## src/wsu_pkg.sv

```systemverilog
// Package for the WebSocket frame unmasker.
// Holds the header constants, the status codes and the beat and result types.
// No dependencies.
package wsu_pkg;

  localparam logic [7:0] HdrFin    = 8'h80;
  localparam logic [3:0] OpText    = 4'h1;
  localparam logic [3:0] OpBinary  = 4'h2;
  localparam logic [3:0] OpClose   = 4'h8;
  localparam logic [2:0] PosKey0   = 3'd2;
  localparam logic [2:0] PosPayload = 3'd6;

  typedef enum logic [1:0] {
    ST_TEXT    = 2'd0,
    ST_BINARY  = 2'd1,
    ST_CLOSE   = 2'd2,
    ST_INVALID = 2'd3
  } wsu_status_e;

  // One raw byte of the received buffer.
  typedef struct packed {
    logic [7:0] rx_byte;
    logic       buffer_end;
  } wsu_beat_t;

  // One result beat.
  typedef struct packed {
    logic [7:0]  payload_byte;
    logic        payload_valid;
    logic        frame_done;
    wsu_status_e frame_status;
  } wsu_result_t;

endpackage

```

## src/wsu_in_reg.sv

```systemverilog
// Input register stage of the WebSocket frame unmasker.
// Captures one byte beat and holds it until the next stage takes it.
// Depends on wsu_pkg.
module wsu_in_reg (
  input  logic              clk_i,
  input  logic              rst_ni,
  input  logic              in_valid_i,
  output logic              in_stall_o,
  input  wsu_pkg::wsu_beat_t beat_i,
  input  logic              take_i,
  output logic              valid_o,
  output wsu_pkg::wsu_beat_t beat_o
);
  import wsu_pkg::*;

  logic      valid_q, valid_d;
  wsu_beat_t beat_q;
  logic      load;

  // The stage can load when it is empty or its beat leaves this cycle.
  assign in_stall_o = valid_q && !take_i;
  assign load       = in_valid_i && !in_stall_o;

  always_comb begin
    valid_d = valid_q;
    if (load) begin
      valid_d = 1'b1;
    end else if (take_i) begin
      valid_d = 1'b0;
    end
  end

  always_ff @(posedge clk_i or negedge rst_ni) begin
    if (!rst_ni) begin
      valid_q <= 1'b0;
    end else begin
      valid_q <= valid_d;
    end
  end

  // Payload register carries no reset.
  always_ff @(posedge clk_i) begin
    if (load) begin
      beat_q <= beat_i;
    end
  end

  assign valid_o = valid_q;
  assign beat_o  = beat_q;
endmodule

```

## src/wsu_unmask.sv

```systemverilog
// Frame tracking and unmasking logic of the WebSocket frame unmasker.
// Keeps position, header, mask key and mask pointer; builds one result per beat.
// Depends on wsu_pkg.
module wsu_unmask (
  input  logic                clk_i,
  input  logic                rst_ni,
  input  logic                advance_i,
  input  wsu_pkg::wsu_beat_t  beat_i,
  output wsu_pkg::wsu_result_t result_o
);
  import wsu_pkg::*;

  logic [2:0] pos_q, pos_d;
  logic [7:0] hdr_q, hdr_d;
  logic [1:0] mptr_q, mptr_d;
  logic [7:0] key_q [4];
  logic       key_we;
  logic [1:0] key_idx;
  logic [2:0] key_off;
  logic [7:0] hdr;
  logic [3:0] op;
  logic       fin;
  logic       is_data;
  logic       in_payload;

  // Header in effect for this beat: the byte itself at position zero.
  assign hdr        = (pos_q == 3'd0) ? beat_i.rx_byte : hdr_q;
  assign op         = hdr[3:0];
  assign fin        = (hdr & HdrFin) != 8'h00;
  assign is_data    = (op == OpText) || (op == OpBinary);
  assign in_payload = pos_q >= PosPayload;
  assign key_off    = pos_q - PosKey0;
  assign key_idx    = key_off[1:0];
  assign key_we     = advance_i && (pos_q >= PosKey0) && !in_payload;

  // Result for the current beat.
  always_comb begin
    result_o.payload_byte  = 8'h00;
    result_o.payload_valid = 1'b0;
    result_o.frame_done    = beat_i.buffer_end;
    result_o.frame_status  = ST_TEXT;
    if (in_payload && fin && is_data) begin
      result_o.payload_byte  = beat_i.rx_byte ^ key_q[mptr_q];
      result_o.payload_valid = 1'b1;
    end
    if (beat_i.buffer_end) begin
      if ((pos_q == 3'd0) || !fin) begin
        result_o.frame_status = ST_INVALID;
      end else if (is_data) begin
        if (!in_payload) begin
          result_o.frame_status = ST_INVALID;
        end else if (op == OpText) begin
          result_o.frame_status = ST_TEXT;
        end else begin
          result_o.frame_status = ST_BINARY;
        end
      end else if (op == OpClose) begin
        result_o.frame_status = ST_CLOSE;
      end else begin
        result_o.frame_status = ST_INVALID;
      end
    end
  end

  // Next state: position saturates in the payload, restarts after the last byte.
  always_comb begin
    pos_d  = pos_q;
    hdr_d  = hdr_q;
    mptr_d = mptr_q;
    if (advance_i) begin
      if (pos_q == 3'd0) begin
        hdr_d  = beat_i.rx_byte;
        mptr_d = 2'd0;
      end else if (in_payload) begin
        mptr_d = mptr_q + 2'd1;
      end
      if (beat_i.buffer_end) begin
        pos_d  = 3'd0;
        mptr_d = 2'd0;
      end else if (!in_payload) begin
        pos_d = pos_q + 3'd1;
      end
    end
  end

  always_ff @(posedge clk_i or negedge rst_ni) begin
    if (!rst_ni) begin
      pos_q  <= 3'd0;
      hdr_q  <= 8'h00;
      mptr_q <= 2'd0;
    end else begin
      pos_q  <= pos_d;
      hdr_q  <= hdr_d;
      mptr_q <= mptr_d;
    end
  end

  // Mask key bytes are written at positions two to five before any read.
  always_ff @(posedge clk_i) begin
    if (key_we) begin
      key_q[key_idx] <= beat_i.rx_byte;
    end
  end
endmodule

```

## src/websocket_frame_unmask.sv

```systemverilog
// Top level of the WebSocket frame unmasker.
// Instantiates wsu_in_reg and wsu_unmask and holds the result register.
// Depends on wsu_pkg.
//
//  channel | handshake               | payload
//  --------+-------------------------+---------------------------------------------
//  in      | in_valid_i / in_stall_o | rx_byte_i, buffer_end_i
//  out     | out_valid_o/out_stall_i | payload_byte_o, payload_valid_o,
//          |                         | frame_done_o, frame_status_o
//
// One byte beat per cycle is sustained while out_stall_i stays low. A result passes
// through the input register, then the result register, before it is presented.
// Reset clears position, header, mask pointer and both valid flags; the mask
// key is not reset and is always written before it is used.
// A stalled result register holds; the input register still takes one more beat if it is empty.
module websocket_frame_unmask (
  input  logic       clk_i,
  input  logic       rst_ni,
  input  logic       in_valid_i,
  output logic       in_stall_o,
  input  logic [7:0] rx_byte_i,
  input  logic       buffer_end_i,
  output logic       out_valid_o,
  input  logic       out_stall_i,
  output logic [7:0] payload_byte_o,
  output logic       payload_valid_o,
  output logic       frame_done_o,
  output logic [1:0] frame_status_o
);
  import wsu_pkg::*;

  wsu_beat_t   in_beat, s1_beat;
  wsu_result_t res, res_q;
  logic        s1_valid;
  logic        out_ready;
  logic        advance;
  logic        out_valid_q, out_valid_d;

  assign in_beat.rx_byte    = rx_byte_i;
  assign in_beat.buffer_end = buffer_end_i;

  // The result register can load when empty or when its beat is taken.
  assign out_ready = !out_valid_q || !out_stall_i;
  assign advance   = s1_valid && out_ready;

  wsu_in_reg u_in_reg (
    .clk_i      (clk_i),
    .rst_ni     (rst_ni),
    .in_valid_i (in_valid_i),
    .in_stall_o (in_stall_o),
    .beat_i     (in_beat),
    .take_i     (advance),
    .valid_o    (s1_valid),
    .beat_o     (s1_beat)
  );

  wsu_unmask u_unmask (
    .clk_i     (clk_i),
    .rst_ni    (rst_ni),
    .advance_i (advance),
    .beat_i    (s1_beat),
    .result_o  (res)
  );

  // Result register.
  always_comb begin
    out_valid_d = out_valid_q;
    if (advance) begin
      out_valid_d = 1'b1;
    end else if (!out_stall_i) begin
      out_valid_d = 1'b0;
    end
  end

  always_ff @(posedge clk_i or negedge rst_ni) begin
    if (!rst_ni) begin
      out_valid_q <= 1'b0;
    end else begin
      out_valid_q <= out_valid_d;
    end
  end

  always_ff @(posedge clk_i) begin
    if (advance) begin
      res_q <= res;
    end
  end

  assign out_valid_o     = out_valid_q;
  assign payload_byte_o  = res_q.payload_byte;
  assign payload_valid_o = res_q.payload_valid;
  assign frame_done_o    = res_q.frame_done;
  assign frame_status_o  = res_q.frame_status;

  // A payload byte on the last beat belongs to a good text or binary frame.
  a_payload_status : assert property (@(posedge clk_i) disable iff (!rst_ni)
    out_valid_o && payload_valid_o && frame_done_o |->
      (frame_status_o == ST_TEXT) || (frame_status_o == ST_BINARY))
    else $error("payload byte on a frame that is not good text or binary");

  // The status is zero except on the last beat.
  a_status_idle : assert property (@(posedge clk_i) disable iff (!rst_ni)
    out_valid_o && !frame_done_o |-> frame_status_o == ST_TEXT)
    else $error("status set on a beat that is not the last");

  // Bytes that are not payload read as zero.
  a_payload_zero : assert property (@(posedge clk_i) disable iff (!rst_ni)
    out_valid_o && !payload_valid_o |-> payload_byte_o == 8'h00)
    else $error("non-payload result carries a nonzero byte");

  // The input stalls only while the result register is full and stalled.
  a_stall_cause : assert property (@(posedge clk_i) disable iff (!rst_ni)
    in_stall_o |-> out_valid_o && out_stall_i)
    else $error("input stalled without a stalled result");
endmodule

```

## config.mk

```make
export PLATFORM = sky130hd
export DESIGN_NAME = websocket_frame_unmask
export DESIGN_NICKNAME = d
export VERILOG_FILES = /design/src/wsu_pkg.sv /design/src/wsu_in_reg.sv /design/src/wsu_unmask.sv /design/src/websocket_frame_unmask.sv
export SDC_FILE = /design/constraint.sdc
export NUM_CORES = 1
export LEC_CHECK = 0
export BUFFER_PORTS_ARGS = -buffer_cell sky130_fd_sc_hd__buf_2
export CORE_MARGIN = 4
export CORE_UTILIZATION = 25
export CTS_CLUSTER_DIAMETER = 80
export DETAILED_ROUTE_END_ITERATION = 6
export GPL_TIMING_DRIVEN = 0
export PLACE_DENSITY = 0.46
export SYNTH_ARGS = -nofsm -noshare
export SYNTH_HDL_FRONTEND = slang
export SYNTH_SLANG_ARGS = --single-unit
```

## constraint.sdc

```tcl
create_clock -name clk_i -period 3 [get_ports clk_i]
set_input_delay 0.45 -clock clk_i [delete_from_list [all_inputs] [get_ports clk_i]]
set_output_delay 0.45 -clock clk_i [all_outputs]
set_load 0.05 [all_outputs]
```

Word level (Yosys, flattened, before mapping)
Memory sizes are Yosys's and may differ from the RTL's.
Cells that the tools add are included.
{ "totals": {"register_bits": 36, "ramBits": 32, "out_inout_bits": 14, "wordCells": 64, "n_memories": 1} }
{ "mem_list": {"columns": ["memory", "words", "word_bits", "rd", "rd_ports_with_merged_regs", "wr", "line_no", "rtl"], "rows": [
  ["u_unmask.key_q", 4, 8, 1, 0, 1, "wsu_unmask.sv:16", "logic [7:0] key_q [4];"]
]} }
{ "classes": {"n_addsub": 3, "n_lt_le_gt_ge": 2, "n_eq_ne": 5, "muxes": 18, "n_bitwise": 1, "reduce_logical": 22} }
{ "ops": {"columns": ["operator", "count"], "rows": [
  ["2-bit 2-to-1 mux", 6],
  ["1-bit 2-to-1 mux", 9],
  ["8-bit 2-to-1 mux", 1],
  ["8-bit XOR", 1],
  ["1-bit logical AND", 7],
  ["1-bit zero test", 6],
  ["3-bit 2-to-1 mux", 2],
  ["2-bit AND reduction", 3],
  ["4-bit by 1-bit equality test with 1-bit output, second input constant", 1],
  ["4-bit by 2-bit equality test with 1-bit output, second input constant", 1],
  ["4-bit equality test, second input constant", 1],
  ["3-bit by 1-bit adder with 3-bit output, second input constant", 1],
  ["3-bit by 2-bit >= comparator with 1-bit output, second input constant", 1],
  ["3-bit >= comparator, second input constant", 1],
  ["3-bit zero test", 1],
  ["1-bit logical OR", 3],
  ["3-bit nonzero test", 1],
  ["2-bit by 1-bit adder with 2-bit output, second input constant", 1],
  ["2-bit by 1-bit inequality test with 1-bit output, second input constant", 1],
  ["2-bit inequality test, second input constant", 1],
  ["2-bit nonzero test", 1],
  ["2-bit subtractor, second input constant", 1]
]} }

Depth between registers and ports, before layout
{ "depth": {"ltp_word": 8, "mapped_depth": 6} }

Cells and area by module
Synthesis repeated with hierarchy kept, for this count alone.
{ "unflattened": {"cells_unflattened": 154, "hier_area_um2": 2687.6} }
{ "modules_own_cells": {"columns": ["module", "n_inst", "cells_each", "area_per_inst_um2"], "rows": [
  ["wsu_unmask", 1, 125, 1955.6],
  ["websocket_frame_unmask", 1, 15, 404.1],
  ["wsu_in_reg", 1, 14, 327.8]
]} }

Least setup slack after synthesis
No wires, ideal clock.
{ "synth_path": {"path_type": "register to register", "startpoint": "register out_valid_q, in the netlist out_valid_o", "endpoint": "memory u_unmask.key_q[1][0], enable pin", "arrival_time_ns": 1.784, "required_time_ns": 2.605, "slack_ns": 0.822, "path_stages_with_launch": 4, "period_less_slack_ns": 2.178, "cell_sequence": "dfrtp_1 -> nand2_1 -> nand2_1 -> nor4_1"} }
{ "synth_via": {"elab_chain_cells": 7} }
{ "synth_lines": {"columns": ["element", "line_no", "rtl"], "rows": [
  ["start, declared", "websocket_frame_unmask.sv:37", "logic out_valid_q, out_valid_d;"],
  ["start signal, assigned", "websocket_frame_unmask.sv:79", "out_valid_q <= out_valid_d;"],
  ["1-bit zero test", "websocket_frame_unmask.sv:43", "assign out_ready = !out_valid_q || !out_stall_i;"],
  ["1-bit logical OR", "websocket_frame_unmask.sv:43", null],
  ["1-bit logical AND", "websocket_frame_unmask.sv:44", "assign advance = s1_valid && out_ready;"],
  ["1-bit logical AND (2 in series)", "wsu_unmask.sv:34", "assign key_we = advance_i && (pos_q >= PosKey0) && !in_payload;"],
  ["1-bit 2-to-1 mux", "wsu_unmask.sv:100", "if (key_we) begin"],
  ["1-bit 2-to-1 mux (not written as such)", "wsu_unmask.sv:101", "key_q[key_idx] <= beat_i.rx_byte;"],
  ["end, declared", "wsu_unmask.sv:16", null]
]} }
Every way passes these cells.

Worst setup path after layout
{ "layout_path": {"startpoint": "register out_valid_q, in the netlist out_valid_o", "endpoint": "memory u_unmask.key_q[0][0], enable pin"} }
{ "layout_via": {"elab_chain_cells": 7} }
{ "layout_lines": {"columns": ["element", "line_no", "rtl"], "rows": [
  ["1-bit zero test", "websocket_frame_unmask.sv:43", null],
  ["1-bit logical OR", "websocket_frame_unmask.sv:43", null],
  ["1-bit logical AND", "websocket_frame_unmask.sv:44", null],
  ["net advance", "websocket_frame_unmask.sv:36", "logic advance;"],
  ["1-bit logical AND (2 in series)", "wsu_unmask.sv:34", null],
  ["1-bit 2-to-1 mux", "wsu_unmask.sv:100", null],
  ["1-bit 2-to-1 mux (not written as such)", "wsu_unmask.sv:101", null]
]} }
The timed path passes the listed nets, and every way through them passes these cells.

==> out/metrics.cfg <==
[outcome]
run_status=completed

[placed_design]
placed_area_sq_mm=0.002963
place_ws_ps=564.8
hpwl_um=3194
dp.cells=319
gp_congestion=0.7416
numPortBuffers=26

[timing]
worstMarginPinSlew_ps=739.5
rsz0062_at_grt=false
hold_viol=0
fin_skew_ps=7.035
finalWorstSetupSlack_ps=780.2
min_period_ps=2220
slew_viol_final=0
fin_hold_ws_ps=289.2
finalSetupViolations=0
fin_crit_sh=0.7399
timing.setup.tns_ps=0
slew_headroom=0.5065
fmax_mhz=450.5

[worst_setup_path]
r2r-start=out_valid_o$_DFFE_PN0P_
start_kind=flop
ff2ff_setup_slack_ps=780
crit_fanout=18
cpMaxStageDelayCell=inv_1
crit_type=flop to flop
cp.required_ps=2980
reg2regPathDepth=4
cp_cell_sequence=nand2_1 > nand2_1 > inv_1 > and3_1
crit_top_cell=nand2_1
worstPathArrival_ps=2200
rr_endpoint=u_unmask.key_q[0][0]$_DFFE_PP_
slowest_delay_ps=620
cp-end-kind=flop

[global_route]
grt_usage=0.08204
grt_pass1_vias=1408
grt_remaining_overflow=0
grt_pass1_wl_um=7548
grt_max_degree=19
antenna_found_initial=0

[logic_synthesis]
synth_edf_count=53
netlist_area_sq_mm=0.002649
ys.flop_type=edfxtp_1
seq_area_frac_synth=0.7142
yosysMostFrequentCell=edfxtp_1
synth.mux.area_fraction=0.08928
yosys.area.top_type=edfxtp_1
synth_top_family_by_area=multiplexers
yosysUniqueCellTypes=29
synth_warnings=0
syn_nets=173
synthSimpleGateAreaFrac=0.08503
synth-xor-area-share=0.03637
synth-seq-cells=65
synth_compound_gate_area_share=0.03826
syn_inst=156
synthArstFlopShare=0.1846
synthTopCellsByCount=edfxtp_1, dfrtp_1, nor2_1, xnor2_1
synth_area_leaders=edfxtp_1, dfrtp_1, mux4_2
avgSynthCellArea_sq_um=16.98
synthAdderAreaFrac=0.01889
yosys.area.top_type_share=0.6009

[detailed_routing]
drcViolationCount=0
vias=1368
ant_nets=0
vias_per_cell=4.071
wl_per_cell_um=14.09
drt_iter0_markers=44
drt-total-wl_um=4733
first_pass_iters=4

[worst_hold_path]
holdPathEnd=u_in_reg.beat_o[1]$_DFFE_PP_
min_path_cells=1
hold_class=input pin to flop
min-delay-start=rx_byte_i[0]

[cts]
clock-sinks=65
cts_resized=0
cts_tree=done
clk_latency_ps=340
path_clk_slew_ps=70
htree_levels=3
clockBufferDepth=2
cts_made_buffers=9
root_buffer=clkbuf_8

[layout]
n_antenna_cell=0
finalInstanceArea_sq_mm=0.003184
final_nets=212
stdcell_count=336
syn_to_final_growth_pct=20.22
drive_gt1_frac=0.3150
final_core_util=0.3084

[power]
pwr_density_cell_mw_per_mm2=728.7
leakage_nw=1.138
ir_worst_vdd_mv=0.3619
power.total_mw=2.321

[floorplanning]
fp.dieH_um=110.9
die_area_sq_mm=0.01231
core_area_sq_mm=0.01032
fp.dieW_um=110.9
floorplan.initialDensity=0.2566
fp-row-count=37
io_pins=27

[job]
max_cap_violations=0

[state kept, by name, summed over array words and instances (netlist names)]
signal and flops:
u_in_reg.valid_o 1, payload_byte_o 8, frame_status_o 2, u_in_reg.beat_o 9
frame_done_o 1, u_unmask.pos_q 3, payload_valid_o 1, out_valid_o 1
u_unmask.hdr_q 5, u_unmask.mptr_q 2, u_unmask.key_q 32
[worst max-delay path by stage]
| stage | slack [ps] | start | endpoint | cells past startpoint |
|---|---|---|---|---|
| after floorplan | 820 | out_valid_o$_DFFE_PN0P_ | u_unmask.key_q[1][0]$_DFFE_PP_ | 3 |
| after global placement | 90 | out_stall_i | u_unmask.key_q[1][6]$_DFFE_PP_ | 4 |
| after detailed placement | 560 | out_stall_i | u_unmask.key_q[0][6]$_DFFE_PP_ | 5 |
| after CTS | 720 | out_valid_o$_DFFE_PN0P_ | u_unmask.key_q[0][7]$_DFFE_PP_ | 4 |
| after global routing | 620 | out_valid_o$_DFFE_PN0P_ | u_unmask.key_q[0][0]$_DFFE_PP_ | 4 |
| final | 780 | out_valid_o$_DFFE_PN0P_ | u_unmask.key_q[0][0]$_DFFE_PP_ | 4 |
[placed cells by master, fill, tap and decap left out, types with 2 or more instances in the layout]
master	instances
nor2_1	12
nand3_1	3
ha_1	4
a21oi_1	3
o21ai_0	8
nor3_1	3
dfrtp_1	12
buf_2	28
mux4_2	8
clkinvlp_4	2
bufinv_16	2
xnor2_1	10
mux2_2	5
clkbuf_1	2
and2_1	4
edfxtp_1	53
nand2b_1	2
inv_1	7
clkbuf_8	9
nand2_1	7
[cell families (layout without fill, tap and decap cells)]
| group | count (synthesis) | after routing |
|---|---|---|
| AO/OA/AOI/OAI | 15 | 15 |
| flip-flops | 65 | 65 |
| AND/OR/NAND/NOR | 38 | 38 |
| adder cells (fa/ha/maj) | 4 | 4 |
| buffers and inverters | 10 | 54 |
| XOR/XNOR | 11 | 11 |
| multiplexers | 13 | 13 |
[metal layers]
layer | part of all wire | GRT usage | routed length (um)
met5 | 0 | 0 | 0
met4 | 0.0061 | 0.03202 | 29
met3 | 0.062 | 0.03876 | 294
met2 | 0.50 | 0.1294 | 2348
met1 | 0.44 | 0.09688 | 2061
[layout make-up]
class | instances | area, sq um
clock inverter | 5 | 80.08
tap | 136 | 170.2
fill | 1022 | 7139
timing repair buffer | 28 | 147.6
inverter | 7 | 26.28
clock buffer | 11 | 131.4
multi-input combinational | 81 | 715.7
buffer | 3 | 21.27
sequential | 65 | 1892
[worst max-delay path: cells and delay by family (launching register included)]
family / cells / cell delay (ps)
buf+inv: 1 / 620
flops: 1 / 390
simple gates: 3 / 850
[report_power, final]
group | internal (mW) | switching (mW) | leakage (nW)
clock | 0.467 | 0.323 | 0.0995
sequential | 1.09 | 0.0937 | 0.643
combinational | 0.147 | 0.202 | 0.396
[what timing repair did]
action / 4_1_cts / 5_1_grt
hold buffers: 1 / 0
setup endpoints to repair: 0 / 0
hold endpoints to repair: 12 / 0
buffers inserted: 0 / 0
Power figures use the tool's default switching activity.
